<file path="config.mk">
export PLATFORM = sky130hd
export DESIGN_NAME = pn2d_front
export DESIGN_NICKNAME = d
export VERILOG_FILES = /design/src/rtl/pn2d_pkg.sv /design/src/rtl/pn2d_front.sv
export SDC_FILE = /design/constraint.sdc
export NUM_CORES = 1
export LEC_CHECK = 0
export BUFFER_PORTS_ARGS = -buffer_cell sky130_fd_sc_hd__buf_2
export CAP_MARGIN = 10
export CORE_MARGIN = 4
export CORE_UTILIZATION = 39
export DETAILED_ROUTE_END_ITERATION = 10
export PLACE_DENSITY = 0.68
export SYNTH_ARGS = -nofsm -noshare
export SYNTH_HDL_FRONTEND = slang
export SYNTH_SLANG_ARGS = --single-unit
</file>
<file path="constraint.sdc">
create_clock -name clock -period 6.6 [get_ports clock]
set_clock_uncertainty 0.2 [all_clocks]
set_input_delay 0.33 -clock clock [delete_from_list [all_inputs] [get_ports clock]]
set_output_delay 0.33 -clock clock [all_outputs]
set_load 0.005 [all_outputs]
</file>
<file path="src/rtl/pn2d_pkg.sv">
// ----------------------------------------------------------------------------
// pn2d_pkg
// Shared constants for the 2D gradient noise point evaluator.
// ----------------------------------------------------------------------------
package pn2d_pkg;

   // defaults for the top-level parameters
   localparam int TABLE_SIZE_DEF  = 512;
   localparam int COORD_BITS_DEF  = 16;
   localparam int FRAC_BITS_DEF   = 16;

   // fixed field widths
   localparam int DENS_W          = 16;
   localparam int NOISE_W         = 16;

   // entries in the queue between front and back
   localparam int QUEUE_DEPTH     = 4;

   localparam logic [DENS_W-1:0] DENS_RESET = 16'd1;

   // request commands
   localparam logic CMD_LOAD = 1'b0;
   localparam logic CMD_EVAL = 1'b1;

endpackage

</file>
<file path="src/rtl/pn2d_front.sv">
// ----------------------------------------------------------------------------
// pn2d_front
// Accepts requests, folds the load index into the table range and queues
// items for the back pipeline.
// ----------------------------------------------------------------------------
module pn2d_front #(
   parameter int TABLE_SIZE = pn2d_pkg::TABLE_SIZE_DEF,
   parameter int COORD_BITS = pn2d_pkg::COORD_BITS_DEF
) (
   input  logic                          clock,
   input  logic                          reset,
   input  logic                          req_valid,
   output logic                          req_ready,
   input  logic                          req_command,
   input  logic [$clog2(TABLE_SIZE)-1:0] req_table_index,
   input  logic [$clog2(TABLE_SIZE)-1:0] req_table_value,
   input  logic [COORD_BITS-1:0]         req_coord_x,
   input  logic [COORD_BITS-1:0]         req_coord_y,
   output logic                          head_valid,
   input  logic                          head_pop,
   output logic                          head_command,
   output logic [$clog2(TABLE_SIZE)-1:0] head_index,
   output logic [$clog2(TABLE_SIZE)-1:0] head_value,
   output logic [COORD_BITS-1:0]         head_x,
   output logic [COORD_BITS-1:0]         head_y
);
   import pn2d_pkg::*;

   localparam int IDX_W = $clog2(TABLE_SIZE);
   localparam int PTR_W = $clog2(QUEUE_DEPTH);
   localparam int CNT_W = $clog2(QUEUE_DEPTH + 1);
   localparam logic [IDX_W:0] TSZ = (IDX_W+1)'(TABLE_SIZE);

   logic                  q_cmd_ff [QUEUE_DEPTH];
   logic [IDX_W-1:0]      q_idx_ff [QUEUE_DEPTH];
   logic [IDX_W-1:0]      q_val_ff [QUEUE_DEPTH];
   logic [COORD_BITS-1:0] q_x_ff   [QUEUE_DEPTH];
   logic [COORD_BITS-1:0] q_y_ff   [QUEUE_DEPTH];
   logic [PTR_W-1:0]      wr_ptr_ff, wr_ptr_in;
   logic [PTR_W-1:0]      rd_ptr_ff, rd_ptr_in;
   logic [CNT_W-1:0]      cnt_ff, cnt_in;
   logic                  push;
   logic                  pop;
   logic [IDX_W:0]        idx_ext;
   logic [IDX_W-1:0]      idx_wrap;

   assign req_ready  = (cnt_ff != CNT_W'(QUEUE_DEPTH));
   assign head_valid = (cnt_ff != '0);
   assign push       = req_valid && req_ready;
   assign pop        = head_pop && head_valid;

   // fold an index past the table end back into range
   always_comb begin
      idx_ext  = {1'b0, req_table_index};
      idx_wrap = (idx_ext >= TSZ) ? IDX_W'(idx_ext - TSZ) : req_table_index;
   end

   always_comb begin
      wr_ptr_in = wr_ptr_ff;
      rd_ptr_in = rd_ptr_ff;
      cnt_in    = cnt_ff;
      if (push) begin
         wr_ptr_in = (wr_ptr_ff == PTR_W'(QUEUE_DEPTH - 1)) ? '0 : wr_ptr_ff + 1'b1;
      end
      if (pop) begin
         rd_ptr_in = (rd_ptr_ff == PTR_W'(QUEUE_DEPTH - 1)) ? '0 : rd_ptr_ff + 1'b1;
      end
      if (push && !pop) begin
         cnt_in = cnt_ff + 1'b1;
      end else if (pop && !push) begin
         cnt_in = cnt_ff - 1'b1;
      end
   end

   always_ff @(posedge clock) begin
      if (reset) begin
         wr_ptr_ff <= '0;
         rd_ptr_ff <= '0;
         cnt_ff    <= '0;
      end else begin
         wr_ptr_ff <= wr_ptr_in;
         rd_ptr_ff <= rd_ptr_in;
         cnt_ff    <= cnt_in;
      end
   end

   always_ff @(posedge clock) begin
      if (push) begin
         q_cmd_ff[wr_ptr_ff] <= req_command;
         q_idx_ff[wr_ptr_ff] <= idx_wrap;
         q_val_ff[wr_ptr_ff] <= req_table_value;
         q_x_ff[wr_ptr_ff]   <= req_coord_x;
         q_y_ff[wr_ptr_ff]   <= req_coord_y;
      end
   end

   assign head_command = q_cmd_ff[rd_ptr_ff];
   assign head_index   = q_idx_ff[rd_ptr_ff];
   assign head_value   = q_val_ff[rd_ptr_ff];
   assign head_x       = q_x_ff[rd_ptr_ff];
   assign head_y       = q_y_ff[rd_ptr_ff];

endmodule

</file>
==> results of run 1 <==
==> logic make-up after synthesis <==
| family | after synthesis | share of synthesized area (%) |
|---|---|---|
| simple gates | 17 | 1.36 |
| flops | 213 | 80.7 |
| xor+xnor | 2 | 0.224 |
| buf+inv | 17 | 0.929 |
| fa+ha+maj | 7 | 1.22 |
| compound gates | 5 | 0.448 |
| mux | 54 | 15.1 |
==> sequential cells by signal, summed over array words and instances (netlist names), named ones only <==
name	flops
q_cmd_ff	4
cnt_ff	3
q_y_ff	64
q_val_ff	36
q_x_ff	64
rd_ptr_ff	2
q_idx_ff	36
wr_ptr_ff	2
==> final cells by class <==
class	instances	area share (%)
sequential	213	63.7
multi-input combinational	85	14.5
timing repair buffer	165	11.1
clock buffer	32	6.65
tap	265	3.35
clock inverter	8	0.606
inverter	3	0.114
antenna	1	0.0252
==> worst register-to-register path, cell delays in order, from the launching register on <==
cell	delay, ns
dfxtp_1	0.36
o31ai_1	0.50
ha_1	0.30
inv_1	0.07
fa_1	0.38
xor2_1	0.19
or3_2	0.42
a21oi_1	0.14
==> how the worst max path moves through the flow <==
stage	startpoint	to	slack, ns	cells past startpoint
2_1_floorplan	cnt_ff[0]	cnt_ff[2]	4.21	7
3_3_place_gp	flop	head_index[4]	4.12	2
3_5_place_dp	cnt_ff[0]	cnt_ff[2]	4.01	7
4_1_cts	flop	head_y[15]	3.58	2
5_1_grt	flop	head_index[3]	3.47	2
6_report	flop	head_index[3]	3.70	2
==> metal layers <==
layer | up-vias | GRT usage [%] | share of wire, %
met5 | - | 0 | 0
met4 | 0 | 3.71 | 2.0
met3 | 31 | 3.30 | 6.5
met2 | 109 | 21.9 | 51
met1 | 1957 | 16.8 | 41
li1 | 1681 | - | -
==> cells in the final DEF (no fill, tap or decap), drive strengths merged <==
cell type	instances
a21oi	2
and2	1
and3	4
buf	112
bufinv	1
clkbuf	32
clkinv	7
dfxtp	9
diode	1
dlygate4sd3	53
edfxtp	204
fa	1
ha	6
inv	3
mux2i	3
mux4	51
nand2	1
nand2b	2
nand3	1
nor2	3
nor3	1
o21ai	1
o31ai	2
or3	3
or3b	1
xor2	2
==> power by group <==
group	internal [mW]	switching, mW	total [mW]	leakage, nW
Clock	0.728	0.472	1.20	0.356
Combinational	0.341	0.277	0.618	1.09
Sequential	1.64	0.0969	1.74	1.94
==> stage by stage <==
stage / instance area, µm² / hold slack [ns] / cells / setup WS [ns] / utilization (%)
final: 9910 / 0.0621 / 772 / 3.70 / 50.6
after global routing: 9910 / 0.0736 / 771 / 3.47 / 50.6
after CTS: 9910 / 0.0403 / 771 / 3.58 / 50.6
after detailed placement: 8660 / 0.302 / 678 / 4.01 / 44.2
after global placement: 8660 / 0.276 / 678 / 4.12 / 44.2
after floorplan: 7810 / 0.229 / 315 / 4.21 / -
==> repair_timing <==
action                     4_1_cts  5_1_grt
hold buffers                    53        0
setup buffers                    0        0
setup endpoints to repair        0        0
hold endpoints to repair       212        0
==> results by group, run 1 <==
Route
  • DR iter-0 viols: between 100 and 150
  • Via/cell ratio: between 4 and 5
  • Final WL: around 14000 µm
  • Final ANT Viol Nets: 0
  • Vias: between 3000 and 4000
  • Final routed DRC violation total: 0
  • DRT Pass-1 Iters: 4
  • Average routed wire per standard cell: 18.6 µm

Global routing
  • Initial antenna violation count: 1
  • First-pass GRT wire length: 22600 µm
  • Vias in the first global route: between 4000 and 5000
  • GR Overflow Total: 0
  • Largest net degree at the start of global routing: 52
  • GR Util All Layers: between 10% and 20%

Die
  • Die area: ~22000 µm²
  • Die Width: around 150 µm
  • Ports: ~110
  • Core area: 19600 µm²
  • Floorplan row count: ~50
  • Initial core utilization: around two fifths
  • Die span in y: 150 µm

Clock tree
  • CTS sink cnt: between 200 and 250
  • CTS buffer count: 22
  • CTS tree: done
  • Latest clock arrival within the worst-skew pair: about 0.5 ns
  • H-Tree Depth: 1
  • Clock transition at path regs: 0.06 ns
  • Post_cts resized: 0
  • Root Driver: clkbuf_16
  • Clk buf depth: 3

Placed design
  • Number of port buffers: roughly 110
  • Dpl hpwl: approximately 7800 µm
  • Final GP Congestion: approximately 0.7

Logic synthesis
  • Synth area leaders: edfxtp_1 78%, mux4_2 15%, dfxtp_1 2.3%
  • Seq cells post-synth: 213
  • Synthesized area per cell: 24.8 µm²
  • Seq/Total Area, Yosys: 80.7%
  • Count of cell types in the netlist: 25
  • Total nets after synthesis: between 300 and 400
  • Fraction of registers with async set or reset after synthesis: 0%
  • EDFF count, synth: 204
  • Most common cell in the netlist: edfxtp_1
  • Syn Inst Count: 315
  • Commonest cells post-synth: 204 x edfxtp_1, 51 x mux4_2, 9 x dfxtp_1
  • Dominant cell type by area after synthesis: edfxtp_1
  • Yosys Warn Count: 0
  • Main synth FF type: edfxtp_1
  • Area share of the largest cell type after synthesis: about four fifths
  • Synthesized cell area: just under 8000 µm²

Critical path
  • Cell family with most CP delay: flip-flops
  • Worst-path maximum fanout: between 50 and 60
  • R2R Path End: cnt_ff[2]
  • Slowest-stage cell, CP: dfxtp_4
  • Crit path kind: flop to output pin
  • Crit path capture type: output pin
  • Crit path cell chain: mux4_2, buf_2
  • Buffers & Inverters on Critical Path: 1
  • CP required: a little over 6 ns
  • CP peak stage delay: around 1.1 ns
  • Startpoint Class: flop
  • Setup slack, reg-to-reg: roughly 4 ns
  • Arr. time, crit path: between 2 and 2.5 ns
  • R2R Path Start: cnt_ff[0]
  • FF-to-FF path depth: 7

Min path
  • Hold Crit Class: primary input to flop
  • Worst hold stages: 4
  • Hold Crit Start: head_pop

Run
  • Max Cap Viol: 0

Timing
  • Slew @ Worst Pin: ~1.1 ns
  • Fmax: ~340 MHz
  • Tmin final: 2.90 ns
  • Setup violators final: 0
  • RSZ-0062 raised after global routing: false
  • Final TNS setup: 0 ns
  • Slew headroom: between 20% and 30%
  • Final hold violation count: 0
  • Final Slew Violations: 0
  • Final worst-path cycle share: 44.0%

Cells and area
  • Sequential Area: ~6300 µm²
  • Multi-input gate area: between 1000 and 1500 µm²
  • Synthesis-to-layout area growth: 26.9%
  • Fillcell total: around 1600
  • Final Net Count: 552
  • Layout cells sized above 1: 40.5%

Power and ir drop
  • Pleak: 3.39 nW
  • Total power: 3.56 mW
  • Pwr dens: ~360 nW/µm²
  • VDD IR max: between 200 and 250 µV

Run status
  • Status: completed
No activity file was read; power rests on OpenSTA's default activity.
==> run 2, diff against run 1 <==
- ABC_AREA: not set -> 1
- PLACE_DENSITY: 0.68 -> 0.7
- clock period: 6.6 -> 2.45 ns (I/O delays scaled with it)
==> results by group, run 2 <==
Clock tree
  • Latest clock arrival within the worst-skew pair: approximately 0.49 ns
  • Clock transition at path regs: about 0.060 ns
  • H-Tree Depth: 1
  • Post-CTS setup buffers: 0
  • Post_cts resized: 0
  • CTS buffer count: 22
  • CTS sink cnt: between 200 and 250
  • CTS tree: done
  • Clk buf depth: 3
  • Root Driver: clkbuf_16

Min path
  • Hold Crit Class: primary input to flop

Placed design
  • Dpl hpwl: 9550 µm
  • Post-DP Area: about 9000 µm²
  • Cells after DPL: between 900 and 1000
  • Number of port buffers: around 110
  • Final GP Congestion: ~0.73

Global routing
  • GR Overflow Total: 0
  • First-pass GRT wire length: 26900 µm
  • Vias in the first global route: around 5100
  • Initial antenna violation count: 1
  • Largest net degree at the start of global routing: 55
  • GR Util All Layers: 14.3%

Cells and area
  • Biggest registers after layout: q_x_ff (64), q_y_ff (64)
  • Multi-input gate area: approximately 1500 µm²
  • Sequential Area: roughly 6300 µm²
  • Synthesis-to-layout area growth: 26.0%
  • Post-Layout Cell Count: slightly above 1000
  • Design Area, Final: 10200 µm²
  • Fillcell total: ~1700
  • Layout cells sized above 1: between 20% and 30%
  • Commonest non-fill, non-tap cell in the layout: edfxtp_1
  • Most frequent cells in the layout: 204 x edfxtp_1, 113 x nor2_1, 107 x buf_2, 60 x o21ai_1, 54 x dlygate4sd3_1
  • Final Net Count: just under 800

Critical path
  • Crit path capture type: output pin
  • Arr. time, crit path: 1.96 ns
  • Worst-path maximum fanout: 27
  • Startpoint Class: flop
  • Crit path kind: flop to output pin
  • CP required: between 2 and 2.5 ns

Die
  • Die span in y: between 150 and 200 µm
  • Initial core utilization: between 30% and 40%
  • Core area: a little over 20000 µm²
  • Floorplan row count: between 50 and 60
  • Die area: approximately 23000 µm²
  • Ports: ~110
  • Die Width: 152 µm

Logic synthesis
  • Seq cells post-synth: 213
  • Total nets after synthesis: around 620
  • Area share of the largest cell type after synthesis: around 76%
  • Main synth FF type: edfxtp_1
  • EDFF count, synth: 204
  • Commonest cells post-synth: 204 x edfxtp_1, 117 x nor2_1, 60 x o21ai_1
  • Count of cell types in the netlist: 21
  • Syn Inst Count: around 560
  • Yosys Warn Count: 0
  • Synth area leaders: edfxtp_1 76%, nor2_1 5.4%, o22ai_1 3.9%
  • Synthesized area per cell: between 10 and 15 µm²
  • Synthesized cell area: a little over 8000 µm²
  • Seq/Total Area, Yosys: 78.0%
  • Dominant cell type by area after synthesis: edfxtp_1
  • Most common cell in the netlist: edfxtp_1
  • Fraction of registers with async set or reset after synthesis: 0%

Route
  • DRT Pass-1 Iters: 4
  • Final routed DRC violation total: 0
  • Average routed wire per standard cell: about 17 µm
  • Vias: roughly 5000
  • Via/cell ratio: approximately 4.9
  • Final WL: between 15000 and 20000 µm
  • DR iter-0 viols: slightly above 200
  • Final ANT Viol Nets: 0

Power and ir drop
  • Pwr dens: 1030 nW/µm²
  • VDD IR max: 383 µV
  • Pleak: approximately 3.6 nW
  • Total power: 10.5 mW

Timing
  • Final worst-path cycle share: ~93%
  • Setup violators final: 0
  • Slew headroom: around 63%
  • Tmin final: about 2.3 ns
  • Slew @ Worst Pin: around 0.55 ns
  • RSZ-0062 raised after global routing: false
  • Final hold violation count: 0
  • Final Slew Violations: 0
  • Fmax: approximately 440 MHz

Run status
  • Status: completed

Run
  • Max Cap Viol: 0
## run 2: path summary, 6_finish.rpt
kind	depth (start not counted)	endpoint	from	slack, ns
min	3	cnt_ff[0]	reset	0.14
max	5	head_value[8]	flop	0.16
max reg2reg	13	cnt_ff[2]	cnt_ff[0]	0.40
min reg2reg	2	flop	rd_ptr_ff[1]	0.33
## run 2: layout make-up
type	count	share of cell area (%)
Multi-Input combinational cell	301	14.8
Antenna cell	1	0.0246
Inverter	16	0.602
Clock buffer	24	5.69
Timing Repair Buffer	177	12.7
Tap cell	270	3.32
Sequential cell	213	61.9
Clock inverter	15	0.933
## run 2: logic make-up after synthesis
kind of cell | after synthesis | share of synthesized area (%)
fa+ha+maj | 7 | 1.18
simple gates | 136 | 6.47
buf+inv | 48 | 3.79
flops | 213 | 78.0
xor+xnor | 1 | 0.108
compound gates | 157 | 10.5
## run 2: per-stage QoR
step | hold WS (ns) | TNS [ns] | utilization, % | worst slack [ns]
2_1_floorplan | -0.00512 | -55.86 | - | -0.274
3_3_place_gp | 0.101 | 0 | 44.2 | 0.475
3_5_place_dp | 0.106 | 0 | 44.2 | 0.422
4_1_cts | 0.122 | 0 | 50.2 | 0.127
5_1_grt | 0.131 | 0 | 50.2 | 0.00116
6_report | 0.140 | 0 | 50.2 | 0.164
## run 2: where the power goes
group          total [mW]  internal (mW)  switching (mW)  leakage (nW)
clock network        3.08           1.80            1.28         0.329
registers            4.65           4.44           0.202          1.94
logic                2.74           1.10            1.64          1.36
## run 2: per-layer routing
layer  track usage [%]  vias to the layer above  part of all wire [%]
li1                  -                     2426                     -
met1              19.1                     2470                    45
met2              24.3                      119                    49
met3              2.96                       18                   5.3
met4              3.13                        0                   1.4
met5                 0                        -                     0
## run 2: critical path, cell delays in order, from the launching register on
cell and delay, ns:
dfxtp_2 0.49, inv_2 0.11, buf_4 0.32, o21ai_0 0.15, o22ai_1 0.21, buf_2 0.17
## run 2: repair_timing
| action | in CTS | in global routing |
|---|---|---|
| endpoints found under the hold margin | 213 | 0 |
| hold buffers | 54 | 0 |
| setup endpoints to repair | 0 | 0 |
